===== config.mk =====
export PLATFORM = sky130hd
export DESIGN_NAME = lamp_fade_dimmer
export DESIGN_NICKNAME = d
export VERILOG_FILES = /design/src/rtl/core/lfd_pkg.sv /design/src/rtl/core/lfd_step.sv /design/src/rtl/core/lamp_fade_dimmer.sv
export VERILOG_INCLUDE_DIRS = /design/src /design/src/rtl/core
export SDC_FILE = /design/constraint.sdc
export NUM_CORES = 1
export LEC_CHECK = 0
export BUFFER_PORTS_ARGS = -buffer_cell sky130_fd_sc_hd__buf_2
export CORE_UTILIZATION = 45
export CTS_CLUSTER_SIZE = 20
export DETAILED_ROUTE_END_ITERATION = 7
export GPL_TIMING_DRIVEN = 1
export PLACE_DENSITY_LB_ADDON = 0.12
export SYNTH_ARGS = -nofsm -noshare
export SYNTH_HDL_FRONTEND = slang
export SYNTH_SLANG_ARGS = --single-unit

===== constraint.sdc =====
create_clock -name clk_i -period 17.1 [get_ports clk_i]
set_clock_uncertainty 0.1 [all_clocks]
set_input_delay 0.855 -clock clk_i [delete_from_list [all_inputs] [get_ports clk_i]]
set_output_delay 0.855 -clock clk_i [all_outputs]
set_load 0.05 [all_outputs]

===== src/rtl/core/assert_macros.svh =====
// Assertion macros shared by the RTL. Synthesis builds define SYNTH so that
// every assertion drops out.
`ifndef ASSERT_MACROS_SVH
`define ASSERT_MACROS_SVH

`ifndef SYNTH
`define ASSERT_AT(label, clk, rst_n, prop, msg) \
  label: assert property (@(posedge clk) disable iff (!rst_n) prop) else $error(msg);
`define ASSERT(label, prop, msg) \
  `ASSERT_AT(label, clk_i, rst_ni, prop, msg)
`else
`define ASSERT_AT(label, clk, rst_n, prop, msg)
`define ASSERT(label, prop, msg)
`endif

`endif


===== src/rtl/core/lfd_pkg.sv =====
package lfd_pkg;

  localparam int unsigned LvlW       = 11;
  localparam int unsigned MsW        = 16;
  localparam int unsigned FullScale  = 1024;
  localparam int unsigned ResetLevel = 0;

  localparam logic [LvlW-1:0] FullLvl  = LvlW'(FullScale);
  localparam logic [LvlW-1:0] ResetLvl =
      (ResetLevel > FullScale) ? LvlW'(FullScale) : LvlW'(ResetLevel);
  localparam logic [MsW-1:0]  SpeedRst = MsW'(10);
  localparam logic [MsW-1:0]  MsMax    = {MsW{1'b1}};

  // Command codes.
  localparam logic [3:0] CmdTick   = 4'd0;
  localparam logic [3:0] CmdOn     = 4'd1;
  localparam logic [3:0] CmdOff    = 4'd2;
  localparam logic [3:0] CmdDim    = 4'd3;
  localparam logic [3:0] CmdDimTo  = 4'd4;
  localparam logic [3:0] CmdSetDim = 4'd5;
  localparam logic [3:0] CmdFlash  = 4'd6;
  localparam logic [3:0] CmdPulse  = 4'd7;
  localparam logic [3:0] CmdStop   = 4'd8;

  typedef enum logic [2:0] {
    ModeOn    = 3'd0,
    ModeOff   = 3'd1,
    ModeDim   = 3'd2,
    ModeDimTo = 3'd3,
    ModeFlash = 3'd4,
    ModePulse = 3'd5
  } lfd_mode_e;

  typedef struct packed {
    logic [3:0]      cmd;
    logic [LvlW-1:0] level;
  } lfd_req_t;

  typedef struct packed {
    logic [LvlW-1:0] brightness;
    logic [LvlW-1:0] pwm_low_time;
    logic [2:0]      mode;
    logic            stepped;
  } lfd_res_t;

  typedef struct packed {
    logic [LvlW-1:0] cur;
    logic [LvlW-1:0] tgt;
    logic            down;
    lfd_mode_e       mode;
    logic [MsW-1:0]  elapsed;
    logic [LvlW-1:0] drive;
  } lfd_state_t;

endpackage


===== src/rtl/core/lfd_step.sv =====
// Next state and result for one request, from the current state.
module lfd_step (
  input  lfd_pkg::lfd_state_t     state_i,
  input  logic [lfd_pkg::MsW-1:0] speed_i,
  input  lfd_pkg::lfd_req_t       req_i,
  output lfd_pkg::lfd_state_t     state_o,
  output lfd_pkg::lfd_res_t       res_o
);

  logic [lfd_pkg::LvlW-1:0] lvl;
  logic [lfd_pkg::MsW-1:0]  elapsed_inc;
  logic                     fading;
  logic                     do_step;
  logic                     pulse_down;
  logic                     move_down;
  logic [lfd_pkg::LvlW-1:0] moved;
  logic                     at_bottom;
  logic                     at_top;
  lfd_pkg::lfd_state_t      stepped_st;
  lfd_pkg::lfd_state_t      nxt;

  assign lvl = (req_i.level > lfd_pkg::FullLvl) ? lfd_pkg::FullLvl : req_i.level;
  assign elapsed_inc = (state_i.elapsed != lfd_pkg::MsMax) ?
                       state_i.elapsed + 1'b1 : state_i.elapsed;
  assign fading  = (state_i.mode != lfd_pkg::ModeOn) && (state_i.mode != lfd_pkg::ModeOff);
  assign do_step = fading && (elapsed_inc >= speed_i);

  // A pulse turns around at zero and at its peak before it moves.
  always_comb begin
    if (state_i.cur == '0) begin
      pulse_down = 1'b0;
    end else if (state_i.cur == state_i.tgt) begin
      pulse_down = 1'b1;
    end else begin
      pulse_down = state_i.down;
    end
  end

  assign move_down = (state_i.mode == lfd_pkg::ModePulse) ? pulse_down : state_i.down;

  always_comb begin
    if (move_down) begin
      moved = (state_i.cur != '0) ? state_i.cur - 1'b1 : state_i.cur;
    end else begin
      moved = (state_i.cur >= lfd_pkg::FullLvl) ? lfd_pkg::FullLvl : state_i.cur + 1'b1;
    end
  end

  assign at_bottom = state_i.down && (state_i.cur == '0);
  assign at_top    = !state_i.down && (state_i.cur >= lfd_pkg::FullLvl);

  always_comb begin
    stepped_st = state_i;
    case (state_i.mode)
      lfd_pkg::ModePulse: begin
        stepped_st.down = pulse_down;
        stepped_st.cur  = moved;
      end
      lfd_pkg::ModeDim, lfd_pkg::ModeDimTo: begin
        stepped_st.cur = moved;
        if (at_bottom || moved == '0) begin
          stepped_st.mode = lfd_pkg::ModeOff;
        end else if (at_top || moved >= lfd_pkg::FullLvl || moved == state_i.tgt) begin
          stepped_st.mode = lfd_pkg::ModeOn;
        end
      end
      lfd_pkg::ModeFlash: begin
        stepped_st.cur = (state_i.cur == '0) ? state_i.tgt : '0;
      end
      default: begin
      end
    endcase
    stepped_st.drive = stepped_st.cur;
  end

  always_comb begin
    nxt = state_i;
    case (req_i.cmd)
      lfd_pkg::CmdTick: begin
        nxt.elapsed = elapsed_inc;
        if (do_step) begin
          nxt         = stepped_st;
          nxt.elapsed = '0;
        end
      end
      lfd_pkg::CmdOn: begin
        nxt.cur   = lfd_pkg::FullLvl;
        nxt.drive = lfd_pkg::FullLvl;
        nxt.mode  = lfd_pkg::ModeOn;
      end
      lfd_pkg::CmdOff: begin
        nxt.cur   = '0;
        nxt.drive = '0;
        nxt.mode  = lfd_pkg::ModeOff;
      end
      lfd_pkg::CmdDim: begin
        if (state_i.cur != '0) begin
          nxt.tgt  = '0;
          nxt.down = 1'b1;
          nxt.mode = lfd_pkg::ModeDim;
        end
      end
      lfd_pkg::CmdDimTo: begin
        nxt.tgt  = lvl;
        nxt.down = lvl < state_i.cur;
        nxt.mode = lfd_pkg::ModeDimTo;
      end
      lfd_pkg::CmdSetDim: begin
        nxt.cur   = lvl;
        nxt.tgt   = lvl;
        nxt.drive = lvl;
      end
      lfd_pkg::CmdFlash, lfd_pkg::CmdPulse: begin
        nxt.cur  = (state_i.cur == '0) ? lfd_pkg::FullLvl : state_i.cur;
        nxt.tgt  = nxt.cur;
        nxt.mode = (req_i.cmd == lfd_pkg::CmdFlash) ? lfd_pkg::ModeFlash : lfd_pkg::ModePulse;
      end
      lfd_pkg::CmdStop: begin
        nxt.mode = lfd_pkg::ModeOn;
      end
      default: begin
      end
    endcase
  end

  assign state_o            = nxt;
  assign res_o.brightness   = nxt.cur;
  assign res_o.pwm_low_time = lfd_pkg::FullLvl - nxt.drive;
  assign res_o.mode         = nxt.mode;
  assign res_o.stepped      = (req_i.cmd == lfd_pkg::CmdTick) && do_step;

endmodule


===== src/rtl/core/lamp_fade_dimmer.sv =====
// Channel    Direction  Payload             Handshake
// in         request    lfd_req_t           in_valid_i / in_ready_o
// out        result     lfd_res_t           out_valid_o / out_ready_i
// cfg        write      speed_ms, 16 bits   cfg_valid_i / cfg_ready_o
//
// Every request yields one registered result in the cycle after it is accepted.
// A request is taken in every cycle while the result register is empty or
// is being drained in the same cycle; the lamp state and the result
// register are written together by one pass of combinational logic.
// A stall on the output holds the result register and stops intake.
// Reset (rst_ni low) sets speed_ms to 10, the lamp to mode on at the
// reset level, and empties the result register.
`include "assert_macros.svh"

module lamp_fade_dimmer (
  input  logic                     clk_i,
  input  logic                     rst_ni,
  input  logic                     in_valid_i,
  output logic                     in_ready_o,
  input  lfd_pkg::lfd_req_t        in_req_i,
  output logic                     out_valid_o,
  input  logic                     out_ready_i,
  output lfd_pkg::lfd_res_t        out_res_o,
  input  logic                     cfg_valid_i,
  output logic                     cfg_ready_o,
  input  logic [lfd_pkg::MsW-1:0]  cfg_data_i
);

  // Fade step period in ticks; the user must write it only while the block is idle; the block has no check.
  logic [lfd_pkg::MsW-1:0] speed_q;

  // Lamp state: level, target, direction, mode, tick counter and drive.
  lfd_pkg::lfd_state_t state_q, state_d;

  // Result register with its valid flag.
  lfd_pkg::lfd_res_t res_q, res_d;
  logic              out_valid_q;

  logic in_acc;

  // The configuration write is always taken.
  assign cfg_ready_o = 1'b1;

  // Intake continues while the result is empty or leaving this cycle.
  assign in_ready_o = !out_valid_q || out_ready_i;
  assign in_acc     = in_valid_i && in_ready_o;

  lfd_step u_step (
    .state_i (state_q),
    .speed_i (speed_q),
    .req_i   (in_req_i),
    .state_o (state_d),
    .res_o   (res_d)
  );

  always_ff @(posedge clk_i or negedge rst_ni) begin
    if (!rst_ni) begin
      speed_q <= lfd_pkg::SpeedRst;
    end else if (cfg_valid_i) begin
      speed_q <= cfg_data_i;
    end
  end

  always_ff @(posedge clk_i or negedge rst_ni) begin
    if (!rst_ni) begin
      state_q.cur     <= lfd_pkg::ResetLvl;
      state_q.tgt     <= '0;
      state_q.down    <= 1'b0;
      state_q.mode    <= lfd_pkg::ModeOn;
      state_q.elapsed <= '0;
      state_q.drive   <= lfd_pkg::ResetLvl;
      out_valid_q     <= 1'b0;
    end else begin
      if (in_acc) begin
        state_q     <= state_d;
        out_valid_q <= 1'b1;
      end else if (out_ready_i) begin
        out_valid_q <= 1'b0;
      end
    end
  end

  // The result payload needs no reset; it is qualified by out_valid_q.
  always_ff @(posedge clk_i) begin
    if (in_acc) begin
      res_q <= res_d;
    end
  end

  assign out_valid_o = out_valid_q;
  assign out_res_o   = res_q;

  // Every accepted request leaves a result waiting in the next cycle.
  `ASSERT(a_acc_gives_result, in_acc |=> out_valid_q, "accepted request left no result")
  // Levels reported never exceed full scale.
  `ASSERT(a_bright_range, out_valid_q |-> res_q.brightness <= lfd_pkg::FullLvl,
          "brightness above full scale")
  `ASSERT(a_pwm_range, out_valid_q |-> res_q.pwm_low_time <= lfd_pkg::FullLvl,
          "pwm low time above full scale")
  // A reported fade step has just cleared the tick counter.
  `ASSERT(a_step_clears, (out_valid_q && res_q.stepped) |-> state_q.elapsed == '0,
          "fade step did not clear the tick counter")

endmodule

# [Yosys cells after proc, flatten, opt, wreduce, memory -nomap -nowiden]
# Index checks and enable logic that the tools add are counted.
[classes] add_sub_neg=4 magnitude_cmp=5 n_eq_ne=18 n_mux=24 bitwise_logic=1 reduce_logical=28
[op_table] cell="$pmux W11 S4" n=2
[op_table] cell="$mux W11" n=6
[op_table] cell="$pmux W11 S5" n=1
[op_table] cell="$mux W53" n=1
[op_table] cell="$eq A11 B11 Y1" n=2
[op_table] cell="$ge A11 B11 Y1 const B" n=2
[op_table] cell="$logic_not A11 Y1" n=2
[op_table] cell="$pmux W11 S2" n=1
[op_table] cell="$pmux W3 S6" n=1
[op_table] cell="$add A16 B1 Y16 const B" n=1
[op_table] cell="$eq A4 B3 Y1 const B" n=4
[op_table] cell="$ge A16 B16 Y1" n=1
[op_table] cell="$mux W16" n=1
[op_table] cell="$ne A16 B16 Y1 const B" n=1
[op_table] cell="$mux W15" n=1
[op_table] cell="$add A11 B1 Y11 const B" n=1
[op_table] cell="$gt A11 B11 Y1 const B" n=1
[op_table] cell="$lt A11 B11 Y1" n=1
[op_table] cell="$reduce_bool A11 Y1" n=1
[op_table] cell="$sub A11 B1 Y11 const B" n=1
[op_table] cell="$sub A11 B11 Y11 const A" n=1
[op_table] cell="$mux W3" n=3
[op_table] cell="$reduce_bool A3 Y1" n=3
[op_table] cell="$eq A4 B2 Y1 const B" n=2
[op_table] cell="18 further kinds" n=39
[totals] regBits=96 in_bits=36 out_inout_bits=29

# [Longest topological paths before layout]
[logic_depth] depth_word=14 ltp_mapped=21 mapped_depth_nobuf=19

# [Modules after synthesis]
# From an unflattened synthesis, not the netlist that was laid out.
[hier_totals] cells_unflattened=858 area_unflattened_um2=7853.8
[by_module_without_submodules] module="lfd_step" instances=1 cells_each=680 area_each_um2=4245.3
[by_module_without_submodules] module="lamp_fade_dimmer" instances=1 cells_each=178 area_each_um2=3608.5

# [Worst setup path after synthesis]
# No wires, ideal clock.
[synth_timing] path_type="register -> register" start="register state_q[14] (netlist name)" end="register res_q, in the netlist out_res_o[14] (data pin)" arrival_ns=5.117 setup_slack_ns=11.615 path_stages_with_launch=21 cell_sequence="dfrtp_1 > and4_1 > nand4_1 > or3_1 > or2_2 > clkbuf_1 > nand2b_1 > nor2_1 > xor2_1 > ha_1 > a211o_1 > nor2_1 > a211o_1 > a211oi_1 > o21ai_1 > a221oi_1 > ha_1 > o21ai_0 > nor4_1 > nand4_1 > xor2_1"
[synth_lines] element="from (decl)" line_no="lamp_fade_dimmer.sv:33" text="lfd_pkg::lfd_state_t state_q, state_d;"
[synth_lines] element="from (signal assigned)" line_no="lamp_fade_dimmer.sv:75" text="state_q <= state_d;"
[synth_lines] element="to (signal assigned)" line_no="lamp_fade_dimmer.sv:86" text="res_q <= res_d;"
[synth_lines] element="to (decl)" line_no="lamp_fade_dimmer.sv:36" text="lfd_pkg::lfd_res_t res_q, res_d;"

==> out/summary.txt <==
GRT met3 Usage: 0.03601
kind of critical path: reg2reg
Synth Flop Type: dfrtp_1
nature of the critical path endpoint: flip-flop
Total Power: 0.0008295 W
initial antenna violation count: 0
Synth cell types: 82
share of cells above drive strength 1: 0.1324
Post-CTS Resized: 0
postcts setup bufs: 0
Clock Root Buffer: clkbuf_16
GRT Util Overall: 0.2962
Power Internal: 0.0004941 W
Comb power frac: 0.356
buffer and inverter count on the worst path: 2
area grow syn2layout: 10.71%
RR Startpoint: state_q[14]
Final Critical Period: 5947 ps
top cell type's share of synthesized area: 0.2420
clock latency on the worst-skew pair: 360 ps
CTS tree: done
run status: finished clean
leakage power: 3.365 nW
slowest CP cell: a221oi_1
final hold violations: 0
Max FO, Critical Path: 17
HPWL Detailed: 16.92 mm
IO buf count: 63
Initial DRC Count: 783
per-cell routed wire length: 21.74 microns
measured slew at the worst slew-check pin: 964.1 ps
Syn Area/Cell: 8.391 sq um
HP Start: state_q[0]
Cell Pwr Density: 106.6 nW/um^2
fin crit share: 0.3478
clock transition at the registers of the reported paths: 80 ps
RSZ-0062 raised after global routing: false
async set or reset register ratio after synthesis: 0.7292
DRC violations left: 0
WL final: 23.13 mm
syn nets: 905
highest cell delay on the worst timing path: 540 ps
H-tree Lvls: 3
Mapped Cells: 838
yosys warns: 0
diode count: 0
power share of the clock group: 0.269
VDD IR max: 0.06702 mV
met1 Use GR: 0.4148
Site Rows: 45
max-slew violations: 0
max_cap viols: 0
via count: 6737
Net Switching: 0.0003354 W
crit path launch type: flip-flop
Worst Hold Class: reg2reg
critical path cell sequence: and4_1 -> nand4_1 -> or3_1 -> or2_2 -> nand2b_1 -> nor2_1 -> xor2_1 -> ha_1 -> o2111ai_1 -> a311oi_1 -> nor2_1 -> a211oi_2 -> buf_4 -> o21ai_1 -> buf_4 -> a221oi_1 -> ha_1 -> o21ai_0 -> nor4_1 -> nand4_1 -> xor2_1
Fmax: 168.2 MHz
register share of total power: 0.374
area leader, netlist: dfrtp_1
Hold Buf Count CTS: 0
Slew HR: 0.3543
met2 usage: 0.4696
Mapped Area: 7032 sq um
clock buffer depth: 2
Final GP Congestion: 0.9718
die height: 127.0 microns
WP data arrival: 5950 ps
Top Usage Layer GRT: met2
Pre-antenna DRT Iters: 5
Vias/cell: 6.332
post-route ant nets: 0
num ports: 65
worst setup path start: state_q[14]
Die ar.: 16130 sq um
TritonCTS buffer count: 9
Largest delay share family, worst path: simple AND/OR/NAND/NOR gates
Finish-stage setup viols: 0
nets: 938
number of global-route vias before repair: 6444
setup TNS: 0 ps
Sw Share: 0.4044
ranking of synthesized cells by area: dfrtp_1 (24%), edfxtp_1 (11%), nand2_1 (5.7%)
core area: 15200 sq um
Worst R2R Setup Slack: 11150 ps
Die Wd: 127.0 microns
Starting Density: 0.4626
clk sinks: 96
CP required: 17110 ps
EDFF count, synth: 26
Seq cells post-synth: 96
GR Overflow Total: 0
largest net degree at the start of global routing: 71
global-route wire length before repair: 36.31 mm
part of the Yosys area used for sequential elements: 0.3605
cell type report:
cell class / count / area, sq um
well taps: 188 / 235.2
multi-input cells: 650 / 4140
flip-flops and latches: 96 / 2535
fillers: 1476 / 7417
clock buffers: 11 / 254.0
repair buffers: 74 / 397.9
inverters: 40 / 150.1
clock inverters: 5 / 72.57
flip-flops by register name, indices dropped and copies added, names as in the netlist:
register	count
state_q	53
out_valid_o	1
out_res_o	26
speed_q	16
cell usage after synthesis (3+ instances only):
cell / number
and3_1: 8
nor3_1: 20
xnor2_1: 14
nand2_1: 106
o211ai_1: 9
xor2_1: 24
a21oi_1: 36
a211oi_1: 7
nor4_1: 17
edfxtp_1: 26
o31ai_1: 6
o21a_1: 8
a21o_1: 11
a22oi_1: 4
o221ai_1: 4
nor3b_1: 3
nand3_1: 29
o2111ai_1: 4
dfrtp_1: 68
nand4_1: 10
a211o_1: 6
inv_1: 38
clkbuf_1: 45
nor2b_1: 13
a31oi_1: 14
nor2_1: 58
or2_2: 3
or4_1: 6
a32oi_1: 6
o22ai_1: 4
mux2_2: 7
or3_1: 6
and2_1: 5
a22o_1: 15
o21ai_0: 79
nand2b_1: 12
mux2i_1: 12
buf_6: 3
ha_1: 31
cells by family (layout without fill, tap and decap cells):
kind of cell / Yosys count / count (layout) / synth area share
AOI/OAI and AO/OA: 245 / 245 / 0.2306
other: 1 / 1 / 0.0005333
and+or+nand+nor: 315 / 315 / 0.2230
buffers and inverters: 92 / 130 / 0.05320
xor gates and xnor gates: 38 / 38 / 0.04733
DFF: 96 / 96 / 0.3605
muxes: 19 / 19 / 0.02829
adders and majority gates: 32 / 32 / 0.05658
cells in the final DEF, fill, tap and decap left out, drive strengths merged, types with 12 or more instances in the layout:
cell,instances
inv,40
xor2,24
mux2i,12
dfrtp,68
a21oi,36
edfxtp,26
o21ai,81
xnor2,14
nor2b,13
nand3,29
ha,31
a31oi,14
nand2b,12
a22o,15
nor2,58
nor4,17
nor3,22
nand2,106
buf,74
power by group through the flow:
stage / Clock [W] / Sequential [W] / Combinational, W
after CTS: 0.000227 / 0.000309 / 0.000291
after detailed placement: 0 / 0.000314 / 0.000289
after global placement: 0 / 0.000314 / 0.000288
final: 0.000224 / 0.000311 / 0.000296
after floorplan: 0 / 0.000313 / 0.000201
after global routing: 0.000234 / 0.000314 / 0.000322
final timing paths:
| check | to | depth (start not counted) |
|---|---|---|
| hold / removal | state_q[0] | 2 |
| max in group asynchronous | state_q[52] | 2 |
| hold reg to reg | state_q[0] | 2 |
| setup / recovery | out_res_o[14] | 21 |
| setup reg to reg | out_res_o[14] | 21 |
| min in group asynchronous | state_q[7] | 2 |
layer usage:
layer  part of all wire  vias up  wire (microns)
li1                   -     3145               -
met1               0.45     3227           10430
met2               0.45      326           10440
met3              0.070       39            1626
met4              0.027        0             630
met5                  0        -               0
worst reg2reg max path: stages (launching register included):
cell and delay (ps):
dfrtp_1 450, and4_1 290, nand4_1 200, or3_1 410, or2_2 390, nand2b_1 230
nor2_1 80, xor2_1 170, ha_1 300, o2111ai_1 110, a311oi_1 340, nor2_1 120
a211oi_2 170, buf_4 270, o21ai_1 80, buf_4 230, a221oi_1 540, ha_1 280
o21ai_0 130, nor4_1 470, nand4_1 170, xor2_1 170
metrics by stage:
step / util / instances / setup slack [ps] / hold slack, ps / area (sq um)
6_report: 0.5121 / 1064 / 11150 / 392.2 / 7785
3_5_place_dp: 0.4906 / 1048 / 11230 / 378.5 / 7458
4_1_cts: 0.5121 / 1064 / 11210 / 397.0 / 7785
3_3_place_gp: 0.4906 / 1048 / 11380 / 367.6 / 7458
2_1_floorplan: - / 838 / 11620 / 349.5 / 7032
5_1_grt: 0.5121 / 1064 / 10710 / 440.1 / 7785
(Power assumes the default switching activity.)
